File: src/hw/rtl/mqsb_pkg.sv
// ----------------------------------------------------------------------------
// mqsb_pkg: shared definitions for the multi-queue shared buffer
// Status codes, operation kinds and the command groups that the sequencer
// sends to the slot store and to the queue table.
// ----------------------------------------------------------------------------
package mqsb_pkg;

  localparam logic       KIND_ENQ = 1'b0;
  localparam logic       KIND_DEQ = 1'b1;

  localparam logic [1:0] ST_OK    = 2'd0;
  localparam logic [1:0] ST_FULL  = 2'd1;
  localparam logic [1:0] ST_UNDER = 2'd2;

  // Write enables for the slot store (link and data memories).
  typedef struct packed {
    logic link_we;
    logic data_we;
  } ss_cmd_t;

  // Updates to the per-queue head/tail table and its non-empty flags.
  typedef struct packed {
    logic head_we;
    logic tail_we;
    logic set_busy;
    logic clr_busy;
  } qt_cmd_t;

endpackage

File: src/hw/rtl/mqsb_slot_store.sv
// ----------------------------------------------------------------------------
// mqsb_slot_store: link and data memories of the shared slot pool
// One write port and one registered read port per memory; the read returns
// the old contents when the same slot is written in that cycle.
// ----------------------------------------------------------------------------
module mqsb_slot_store import mqsb_pkg::*; #(
  parameter int CAPACITY = 16,
  parameter int SW       = 4,
  parameter int PW       = 5
) (
  input  logic          clk,
  input  ss_cmd_t       cmd,
  input  logic [SW-1:0] wr_addr,
  input  logic [PW-1:0] link_wdata,
  input  logic [31:0]   data_wdata,
  input  logic [SW-1:0] rd_addr,
  output logic [PW-1:0] link_rdata,
  output logic [31:0]   data_rdata
);

  logic [PW-1:0] link_mem [CAPACITY];
  logic [31:0]   data_mem [CAPACITY];

  always_ff @(posedge clk) begin
    if (cmd.link_we) begin
      link_mem[wr_addr] <= link_wdata;
    end
    link_rdata <= link_mem[rd_addr];
  end

  always_ff @(posedge clk) begin
    if (cmd.data_we) begin
      data_mem[wr_addr] <= data_wdata;
    end
    data_rdata <= data_mem[rd_addr];
  end

endmodule

File: src/hw/rtl/mqsb_queue_table.sv
// ----------------------------------------------------------------------------
// mqsb_queue_table: head and tail slot of every queue
// Head and tail live in small memories; a non-empty flag per queue is held
// in flops so that reset empties every queue at once.
// ----------------------------------------------------------------------------
module mqsb_queue_table import mqsb_pkg::*; #(
  parameter int NUM_QUEUES = 4,
  parameter int QW         = 2,
  parameter int SW         = 4
) (
  input  logic          clk,
  input  logic          rst,
  input  qt_cmd_t       cmd,
  input  logic [QW-1:0] wr_idx,
  input  logic [SW-1:0] head_wdata,
  input  logic [SW-1:0] tail_wdata,
  input  logic [QW-1:0] rd_idx,
  output logic [SW-1:0] head_rdata,
  output logic [SW-1:0] tail_rdata,
  output logic          busy_rdata
);

  logic [SW-1:0]         head_mem [NUM_QUEUES];
  logic [SW-1:0]         tail_mem [NUM_QUEUES];
  logic [NUM_QUEUES-1:0] busy;

  always_ff @(posedge clk) begin
    if (cmd.head_we) begin
      head_mem[wr_idx] <= head_wdata;
    end
    if (cmd.tail_we) begin
      tail_mem[wr_idx] <= tail_wdata;
    end
    head_rdata <= head_mem[rd_idx];
    tail_rdata <= tail_mem[rd_idx];
    busy_rdata <= busy[rd_idx];
  end

  always_ff @(posedge clk) begin
    if (rst) begin
      busy <= '0;
    end else begin
      if (cmd.set_busy) begin
        busy[wr_idx] <= 1'b1;
      end
      if (cmd.clr_busy) begin
        busy[wr_idx] <= 1'b0;
      end
    end
  end

endmodule

File: src/hw/rtl/multi_queue_shared_buffer.sv
// ----------------------------------------------------------------------------
// multi_queue_shared_buffer: several FIFO queues in one linked slot pool
// Enqueue and dequeue words on NUM_QUEUES queues that share CAPACITY slots,
// chained by next-slot links, with unused slots on a free list.
// ----------------------------------------------------------------------------
// Usage. The input channel (in_valid, in_stall) carries one word: kind
// (0 enqueue, 1 dequeue), queue_index and push_value. The output channel
// (out_valid, out_stall) returns exactly one word per input: status and
// pop_value. pop_value is zero unless a dequeue succeeds.
// Each word is worked by a small sequencer around the single write port of
// the link memory: an error goes from acceptance through lookup and result
// load, a successful enqueue through free-slot lookup with the tail link,
// slot fill and result load, and a successful dequeue through lookup,
// dependent link read with unlink and result load. The next word is taken
// in the idle state after the result is loaded, so the block works one
// word at a time and takes no new word before that result is loaded.
// After reset the block chains all slots into the free list and holds
// in_stall high meanwhile; every queue starts empty.
// A stalled result stays in the output register; the block can accept and
// work the next word meanwhile and waits before loading its result until
// the register is taken.
// ----------------------------------------------------------------------------
module multi_queue_shared_buffer import mqsb_pkg::*; #(
  parameter int NUM_QUEUES = 4,
  parameter int CAPACITY   = 16
) (
  input  logic               clk,
  input  logic               rst,
  input  logic               in_valid,
  output logic               in_stall,
  input  logic               kind,
  input  logic [1:0]         queue_index,
  input  logic signed [31:0] push_value,
  output logic               out_valid,
  input  logic               out_stall,
  output logic [1:0]         status,
  output logic signed [31:0] pop_value
);

  localparam int SW = $clog2(CAPACITY);
  localparam int PW = $clog2(CAPACITY + 1);
  localparam int QW = (NUM_QUEUES > 1) ? $clog2(NUM_QUEUES) : 1;
  localparam logic [PW-1:0] NIL      = PW'(CAPACITY);
  localparam logic [SW-1:0] LAST     = SW'(CAPACITY - 1);
  localparam logic [31:0]   NQ_LIMIT = 32'(NUM_QUEUES);

  typedef enum logic [2:0] {
    S_CLEAR,
    S_IDLE,
    S_LOOKUP,
    S_ENQ_FILL,
    S_DEQ_READ,
    S_FINISH
  } state_t;

  state_t        state;
  logic [SW-1:0] clr_cnt;
  logic [PW-1:0] free_head;
  logic          kind_r;
  logic [QW-1:0] q_r;
  logic          qok_r;
  logic [31:0]   val_r;
  logic [SW-1:0] s_r;
  logic [PW-1:0] nx_r;
  logic [1:0]    res_status;
  logic [31:0]   res_value;

  ss_cmd_t       ss_cmd;
  logic [SW-1:0] ss_wr_addr;
  logic [SW-1:0] ss_rd_addr;
  logic [PW-1:0] link_wdata;
  logic [PW-1:0] link_rdata;
  logic [31:0]   data_rdata;

  qt_cmd_t       qt_cmd;
  logic [QW-1:0] qt_rd_idx;
  logic [SW-1:0] head_wdata;
  logic [SW-1:0] qt_head;
  logic [SW-1:0] qt_tail;
  logic          qt_busy;

  logic          q_ok;
  logic          enq_go;
  logic          deq_go;
  logic          out_free;

  assign in_stall  = (state != S_IDLE);
  assign q_ok      = ({30'd0, queue_index} < NQ_LIMIT);
  assign qt_rd_idx = QW'(queue_index);
  assign enq_go    = qok_r && (free_head != NIL);
  assign deq_go    = qok_r && qt_busy;
  assign out_free  = !out_valid || !out_stall;

  mqsb_slot_store #(
    .CAPACITY (CAPACITY),
    .SW       (SW),
    .PW       (PW)
  ) u_store (
    .clk        (clk),
    .cmd        (ss_cmd),
    .wr_addr    (ss_wr_addr),
    .link_wdata (link_wdata),
    .data_wdata (val_r),
    .rd_addr    (ss_rd_addr),
    .link_rdata (link_rdata),
    .data_rdata (data_rdata)
  );

  mqsb_queue_table #(
    .NUM_QUEUES (NUM_QUEUES),
    .QW         (QW),
    .SW         (SW)
  ) u_table (
    .clk        (clk),
    .rst        (rst),
    .cmd        (qt_cmd),
    .wr_idx     (q_r),
    .head_wdata (head_wdata),
    .tail_wdata (s_r),
    .rd_idx     (qt_rd_idx),
    .head_rdata (qt_head),
    .tail_rdata (qt_tail),
    .busy_rdata (qt_busy)
  );

  // Memory port steering. The link read address follows the free head
  // while idle, so the slot that an enqueue would take has its link ready
  // in the lookup cycle; a dequeue reads its head slot from the lookup.
  always_comb begin
    ss_cmd     = '0;
    qt_cmd     = '0;
    ss_wr_addr = s_r;
    link_wdata = NIL;
    head_wdata = s_r;
    ss_rd_addr = free_head[SW-1:0];
    case (state)
      S_CLEAR: begin
        ss_cmd.link_we = 1'b1;
        ss_wr_addr     = clr_cnt;
        link_wdata     = PW'(clr_cnt) + PW'(1);
      end
      S_LOOKUP: begin
        ss_rd_addr = qt_head;
        if (kind_r == KIND_ENQ && enq_go) begin
          if (qt_busy) begin
            // Append behind the current tail.
            ss_cmd.link_we = 1'b1;
            ss_wr_addr     = qt_tail;
            link_wdata     = free_head;
          end else begin
            qt_cmd.head_we  = 1'b1;
            qt_cmd.set_busy = 1'b1;
            head_wdata      = free_head[SW-1:0];
          end
        end
      end
      S_ENQ_FILL: begin
        ss_cmd.link_we = 1'b1;
        ss_cmd.data_we = 1'b1;
        link_wdata     = NIL;
        qt_cmd.tail_we = 1'b1;
      end
      S_DEQ_READ: begin
        // Push the old head slot onto the front of the free list.
        ss_cmd.link_we = 1'b1;
        link_wdata     = free_head;
        if (link_rdata == NIL) begin
          qt_cmd.clr_busy = 1'b1;
        end else begin
          qt_cmd.head_we = 1'b1;
          head_wdata     = link_rdata[SW-1:0];
        end
      end
      default: begin
      end
    endcase
  end

  always_ff @(posedge clk) begin
    if (rst) begin
      state     <= S_CLEAR;
      clr_cnt   <= '0;
      free_head <= '0;
      out_valid <= 1'b0;
    end else begin
      // In the finish state the result load below decides out_valid.
      if (out_valid && !out_stall && state != S_FINISH) begin
        out_valid <= 1'b0;
      end
      case (state)
        S_CLEAR: begin
          clr_cnt <= clr_cnt + SW'(1);
          if (clr_cnt == LAST) begin
            state <= S_IDLE;
          end
        end
        S_IDLE: begin
          if (in_valid) begin
            kind_r <= kind;
            q_r    <= QW'(queue_index);
            qok_r  <= q_ok;
            val_r  <= push_value;
            state  <= S_LOOKUP;
          end
        end
        S_LOOKUP: begin
          res_value <= '0;
          if (kind_r == KIND_ENQ) begin
            s_r  <= free_head[SW-1:0];
            nx_r <= link_rdata;
            if (enq_go) begin
              res_status <= ST_OK;
              state      <= S_ENQ_FILL;
            end else begin
              res_status <= ST_FULL;
              state      <= S_FINISH;
            end
          end else begin
            s_r <= qt_head;
            if (deq_go) begin
              res_status <= ST_OK;
              state      <= S_DEQ_READ;
            end else begin
              res_status <= ST_UNDER;
              state      <= S_FINISH;
            end
          end
        end
        S_ENQ_FILL: begin
          free_head <= nx_r;
          state     <= S_FINISH;
        end
        S_DEQ_READ: begin
          free_head <= PW'(s_r);
          res_value <= data_rdata;
          state     <= S_FINISH;
        end
        S_FINISH: begin
          if (out_free) begin
            out_valid <= 1'b1;
            status    <= res_status;
            pop_value <= res_value;
            state     <= S_IDLE;
          end
        end
        default: begin
          state <= S_IDLE;
        end
      endcase
    end
  end

  // The free head is always a slot or the null link.
  a_free_head_range: assert property (@(posedge clk) disable iff (rst)
    free_head <= NIL)
    else $error("free list head out of range");

  // Only defined status codes reach the output register.
  a_status_code: assert property (@(posedge clk) disable iff (rst)
    out_valid |-> (status == ST_OK || status == ST_FULL || status == ST_UNDER))
    else $error("undefined status code delivered");

  // Failed operations never return data.
  a_err_zero: assert property (@(posedge clk) disable iff (rst)
    out_valid && status != ST_OK |-> pop_value == '0)
    else $error("error result carries a value");

  // A word is worked through the sequencer states: no acceptance right after one.
  a_one_at_a_time: assert property (@(posedge clk) disable iff (rst)
    in_valid && !in_stall |=> in_stall)
    else $error("second word accepted while one is in progress");

  // A result is loaded only when the output register is free.
  a_no_overwrite: assert property (@(posedge clk) disable iff (rst)
    state == S_FINISH && out_valid && out_stall |=> state == S_FINISH)
    else $error("result loaded over a stalled word");

endmodule
File: config.mk
export PLATFORM = sky130hd
export DESIGN_NAME = multi_queue_shared_buffer
export DESIGN_NICKNAME = d
export VERILOG_FILES = /design/src/hw/rtl/mqsb_pkg.sv /design/src/hw/rtl/mqsb_slot_store.sv /design/src/hw/rtl/mqsb_queue_table.sv /design/src/hw/rtl/multi_queue_shared_buffer.sv
export SDC_FILE = /design/constraint.sdc
export NUM_CORES = 1
export LEC_CHECK = 0
export ABC_CLOCK_PERIOD_IN_PS = 4200
export BUFFER_PORTS_ARGS = -buffer_cell sky130_fd_sc_hd__clkbuf_2
export CAP_MARGIN = 20
export CORE_UTILIZATION = 50
export CTS_BUF_LIST = sky130_fd_sc_hd__clkbuf_8
export CTS_CLUSTER_DIAMETER = 80
export DETAILED_ROUTE_END_ITERATION = 7
export GPL_ROUTABILITY_DRIVEN = 0
export PLACE_DENSITY = 0.69
export RECOVER_POWER = 100
export SKIP_CTS_REPAIR_TIMING = 1
export SLEW_MARGIN = 25
export SYNTH_ARGS = -nofsm -noshare
export SYNTH_HDL_FRONTEND = slang
export SYNTH_SLANG_ARGS = --single-unit
File: constraint.sdc
create_clock -name clk -period 4.2 [get_ports clk]
set_input_delay 0 -clock clk [delete_from_list [all_inputs] [get_ports clk]]
set_output_delay 0 -clock clk [all_outputs]
set_load 0.02 [all_outputs]
==> results.json, run 1 <==
{
  "outcome": "finished, violations left",
  "violations": "capacitance limit, slew limit",
  "die_w_um": 252.9,
  "yosys.area.top_type": "edfxtp_1",
  "maxSlewHeadroom": -0.2620,
  "required_ns": 4.65,
  "cts.htree.levels": 4,
  "first_pass_iters": 5,
  "synth_area_leaders": "edfxtp_1 70%, mux2i_1 8.1%, dfxtp_1 4.0%",
  "syn_to_final_growth_pct": 14.55,
  "final_nets": 2159,
  "wl_per_cell_um": 24.42,
  "antenna_found_initial": 0,
  "ir_worst_vdd_mv": 0.3222,
  "yosys_warnings": 0,
  "worstMarginPinSlew_ns": 1.886,
  "n_antenna_cell": 0,
  "cp-start-kind": "flop",
  "yosysMostFrequentCell": "edfxtp_1",
  "drc": 0,
  "cts_root_buf": "clkbuf_8",
  "worst-path-buf-inv": 1,
  "final_util": 0.5819,
  "ys_types": 56,
  "ios": 75,
  "grt_use_total": 0.2364,
  "placementRows": 91,
  "slew_violations": 56,
  "synthTopCellsByCount": "736 x edfxtp_1, 256 x mux2i_1, 126 x nand2_1, 77 x mux2_2, 72 x o22ai_1",
  "coreArea_um2": 61940,
  "leakage_nw": 12.38,
  "vias": 17979,
  "setup_violations": 0,
  "dieArea_um2": 63940,
  "final.period_utilization": 0.9198,
  "crit_arrival_ns": 4.32,
  "grt_max_degree": 73,
  "async_flop_share": 0,
  "postSynthCellCount": 1902,
  "clkTransAtPathRegs_ns": 0.06,
  "viasPerCell": 5.883,
  "ant_nets": 0,
  "cts.sink_count": 799,
  "routed_wl_mm": 74.63,
  "final.min_clock_period_ns": 3.863,
  "die_h_um": 252.9,
  "fmax_mhz": 258.8,
  "start_util": 0.5080,
  "cts_buffer_depth": 3,
  "cts_made_buffers": 133,
  "cellPowerDensity_nw_per_um2": 487.0,
  "synth_top_area_share": 0.7024,
  "timing.setup.tns_ns": 0,
  "hold_viol": 0,
  "ys_seq_area_frac": 0.7425,
  "hp-class": "input pin to flop",
  "slowest_delay_ns": 0.89,
  "critical_path.max_fanout": 22,
  "ys.flop_type": "edfxtp_1",
  "ys_seq_elements": 799,
  "drive_above_1_share": 0.1640,
  "syn_avg_cell_area_um2": 16.54,
  "path_delay_family": "simple AND/OR/NAND/NOR gates",
  "end_kind": "flop",
  "rsz0062_at_grt": "false",
  "grt-ovfl-total": 0,
  "synth_fp_nets": 1942,
  "fin_worst_skew_ns": 0.03019,
  "critPathSlowestCell": "nor2_2",
  "grt_pass1_vias": 18011,
  "port_buffers": 74,
  "critical_path_class": "flop to flop",
  "synth-edff-count": 736,
  "first_iter_violations": 1630,
  "clk_latency_ns": 0.78,
  "max_cap_viol_count": 3,
  "synth_area_um2": 31470,
  "hpwl_mm": 41.10,
  "grt_first_pass_wirelength_mm": 110.1,
  "cts_tree": "done",
  "path_cells": "or4b_1 > o211a_1 > a22oi_1 > nand3_1 > nor2_2 > buf_12"
}
area by class of cell:
type                            count  area (um2)
Tap cell                          837        1047
Multi-Input combinational cell    981        7671
Inverter                            3       11.26
Clock inverter                     98       516.7
Clock buffer                      137        1886
Sequential cell                   799       23370
Fill cell                        4754       25900
Timing Repair Buffer              201        1538
final timing paths:
| kind | slack [ns] | from | endpoint | depth (start not counted) |
|---|---|---|---|---|
| hold reg to reg | 0.41 | res_value[26] | pop_value[26] | 0 |
| hold / removal | 0.27 | rst | clr_cnt[1] | 3 |
| setup reg to reg | 0.34 | free_head[2] | u_store.data_mem[2][8] | 6 |
| setup / recovery | 0.34 | free_head[2] | u_store.data_mem[2][8] | 6 |
worst min-delay path, delay by kind of cell:
| kind | cells | cell delay, ns |
|---|---|---|
| buf+inv | 2 | 0.92 |
| compound gates | 1 | 0.07 |
sequential cells by signal (all words and copies together) (netlist names), 5 cells and up, named ones only:
name                flops
u_table.tail_mem       16
free_head               5
u_store.link_rdata      5
u_store.data_mem      512
u_store.data_rdata     32
res_value              32
u_store.link_mem       80
val_r                  32
nx_r                    5
pop_value              32
u_table.head_mem       16
cells in the final DEF, fill, tap and decap left out, drive strengths merged, types with 3 or more instances in the layout:
master and n:
edfxtp 736, mux2i 258, clkbuf 228, nand2 128, mux2 77, dlygate4sd3 73
o22ai 72, a21oi 68, dfxtp 63, nor2 61, inv 56, o211ai 51
a221o 39, and2 38, buf 37, clkinv 37, o221ai 35, or4 35
nand2b 18, o21ai 12, nor3 12, nand3 10, mux4 9, a22oi 5
a311oi 5, clkinvlp 5, a21o 4, o2111ai 4, nor2b 4, a211oi 4
nor3b 4, xnor2 3, and3b 3, bufinv 3
where the power goes:
group	leakage [nW]	switching, mW	internal (mW)
Clock	1.40	3.01	3.22
Combinational	3.80	1.27	0.718
Sequential	7.18	0.233	9.10
Total	12.4	4.52	13.0
per-stage QoR:
stage	total power [mW]	cell area [um2]	hold slack [ns]	std cells	setup slack (ns)
floorplan	10.69	31480	0.09887	1902	0.1267
global placement	11.38	33070	0.1767	2748	0.6725
detailed placement	11.43	33070	0.1786	2748	0.5573
CTS	17.65	35480	-0.6797	2983	0.5328
global route	18.20	36040	0.2768	3056	0.1740
finish	17.55	36040	0.2744	3056	0.3366
metal layers:
metal / part of all wire / track usage / vias up
met4: 0.033 / 0.1067 / 0
met2: 0.48 / 0.3761 / 695
met1: 0.42 / 0.3157 / 9126
li1: - / - / 7992
met5: 0 / 0 / -
met3: 0.065 / 0.04667 / 166
cell families after synthesis:
logic type	share of synthesized area
buffers and inverters	0.01837
AOI/OAI and AO/OA	0.06931
adders and majority gates	0.0003976
DFF	0.7425
xor gates and xnor gates	0.001392
muxes	0.1163
and+or+nand+nor	0.05173
Note: power is estimated with default switching activity, not from simulation.
==> run 2, diff against run 1 <==
CORE_ASPECT_RATIO = 1.2   (was not set)
CORE_UTILIZATION = 47   (was 50)
PLACE_DENSITY = 0.65   (was 0.69)
SLEW_MARGIN = 20   (was 25)
==> run 2 against run 1 <==
The flow still finishes with violations (capacitance limit, slew limit). Clock power is 3% higher. Fmax is 1.5% higher. Global-route usage is 0.86 points lower. Wire length is 4.5% higher. Critical path depth stayed put. Non-clock buffer count is 2 lower. Via count is 0.45% higher. Critical endpoint is now u_store.data_mem[0][12]. Register-to-register slack better by 0.06 ns. Final cell count is 1.6% higher. Die area is 6.3% higher. Setup slack better by 0.056 ns.
==> results.json, run 2 (synthesis gave the netlist of run 1 again) <==
{
  "outcome": "finished, violations left",
  "violations": "capacitance limit, slew limit",
  "hp-class": "input pin to flop",
  "final.min_clock_period_ns": 3.807,
  "drc": 0,
  "grt_use_total": 0.2277,
  "grt_pass1_vias": 18391,
  "largest_register": "u_store.data_mem",
  "ir_worst_vdd_mv": 0.2830,
  "placementRows": 103,
  "viasPerCell": 5.816,
  "cts_root_buf": "clkbuf_8",
  "cts.sink_count": 799,
  "worstMarginPinSlew_ns": 2.777,
  "final_nets": 2144,
  "fin_worst_skew_ns": 0.04314,
  "final.period_utilization": 0.9064,
  "setup_violations": 0,
  "path_cells": "o211ai_1 > o211ai_1 > nand3_1 > buf_4 > nor2_4 > clkbuf_2",
  "dieArea_um2": 67990,
  "ant_nets": 0,
  "grt_first_pass_wirelength_mm": 114.4,
  "routed_wl_mm": 77.98,
  "n_fill_cell": 5275,
  "cts_tree": "done",
  "cp-start-kind": "flop",
  "end_kind": "flop",
  "drive_above_1_share": 0.1687,
  "maxSlewHeadroom": -0.8511,
  "die_h_um": 285.4,
  "antenna_found_initial": 2,
  "largest_reg_flops": 512,
  "max_cap_viol_count": 2,
  "critPathSlowestCell": "dfxtp_1",
  "rsz0062_at_grt": "false",
  "wl_per_cell_um": 25.11,
  "cts_buffer_depth": 3,
  "clk_latency_ns": 0.77,
  "port_buffers": 74,
  "grt_max_degree": 83,
  "hpwl_mm": 44.51,
  "fmax_mhz": 262.7,
  "slew_violations": 55,
  "hold_viol": 0,
  "critical_path.max_fanout": 22,
  "grt-ovfl-total": 0,
  "ios": 75,
  "start_util": 0.4769,
  "whs_ns": 0.004485,
  "timing.setup.tns_ns": 0,
  "power.total_mw": 17.81,
  "first_iter_violations": 1669,
  "vias": 18060,
  "mostFrequentLayoutCells": "736 x edfxtp_1, 255 x mux2i_1, 140 x clkbuf_8",
  "cts_made_buffers": 120,
  "cts.htree.levels": 3,
  "slowest_delay_ns": 1.16,
  "cellPowerDensity_nw_per_um2": 492.9,
  "leakage_nw": 12.39,
  "die_w_um": 238.2,
  "critical_path_class": "flop to flop",
  "crit_arrival_ns": 4.17,
  "first_pass_iters": 7,
  "layout_commonest_cell": "edfxtp_1",
  "required_ns": 4.56,
  "syn_to_final_growth_pct": 14.84,
  "reg.largest.list": "u_store.data_mem (512), u_store.link_mem (80)",
  "coreArea_um2": 65980,
  "crit_top_cell": "o211ai_1",
  "clkTransAtPathRegs_ns": 0.06
}
[run 2: power by group]
part	internal, mW	switching (mW)	leakage (nW)	total, mW
clock	3.37	3.06	1.44	6.43
sequential	9.09	0.267	7.17	9.36
combinational	0.732	1.29	3.77	2.02
[run 2: final timing paths]
path	cells after the start	startpoint	endpoint	slack, ns
worst min register to register	0	res_value[14]	pop_value[14]	0.41
worst min-delay path	2	push_value[4]	val_r[4]	0.004
worst max register to register	6	free_head[1]	u_store.data_mem[0][12]	0.39
worst max-delay path	6	free_head[1]	u_store.data_mem[0][12]	0.39
[run 2: metal layers]
metal  vias to the layer above  GRT usage  routed length, um
li1                       7968          -                  -
met1                      9211     0.2983              31970
met2                       723     0.3805              38810
met3                       158    0.03561               5024
met4                         0    0.09183               2174
met5                         -          0                  0
[run 2: worst max-delay path: cells and delay by family (launching register included)]
kind / cells / cell delay (ns)
compound gates: 2 / 0.66
flops: 1 / 1.16
simple gates: 2 / 0.70
buf+inv: 2 / 0.87
[run 2: stage by stage]
| stage | worst slack, ns | cells | utilization | instance area (um2) |
|---|---|---|---|---|
| global placement | 0.8714 | 2806 | 0.5023 | 33140 |
| CTS | 0.7402 | 3035 | 0.5397 | 35610 |
| global route | 0.2979 | 3104 | 0.5476 | 36130 |
| detailed placement | 0.7181 | 2806 | 0.5023 | 33140 |
| finish | 0.3931 | 3105 | 0.5477 | 36140 |
| floorplan | 0.1267 | 1902 | - | 31480 |
[run 2: area by class of cell]
cell class | count | area [um2] | share of cell area
Sequential cell | 799 | 23370 | 0.6467
Multi-Input combinational cell | 981 | 7661 | 0.2120
Clock buffer | 140 | 1927 | 0.05332
Timing Repair Buffer | 199 | 1503 | 0.04158
Tap cell | 892 | 1116 | 0.03089
Clock inverter | 89 | 545.5 | 0.01510
Inverter | 3 | 11.26 | 0.0003116
Antenna cell | 2 | 5.005 | 0.0001385
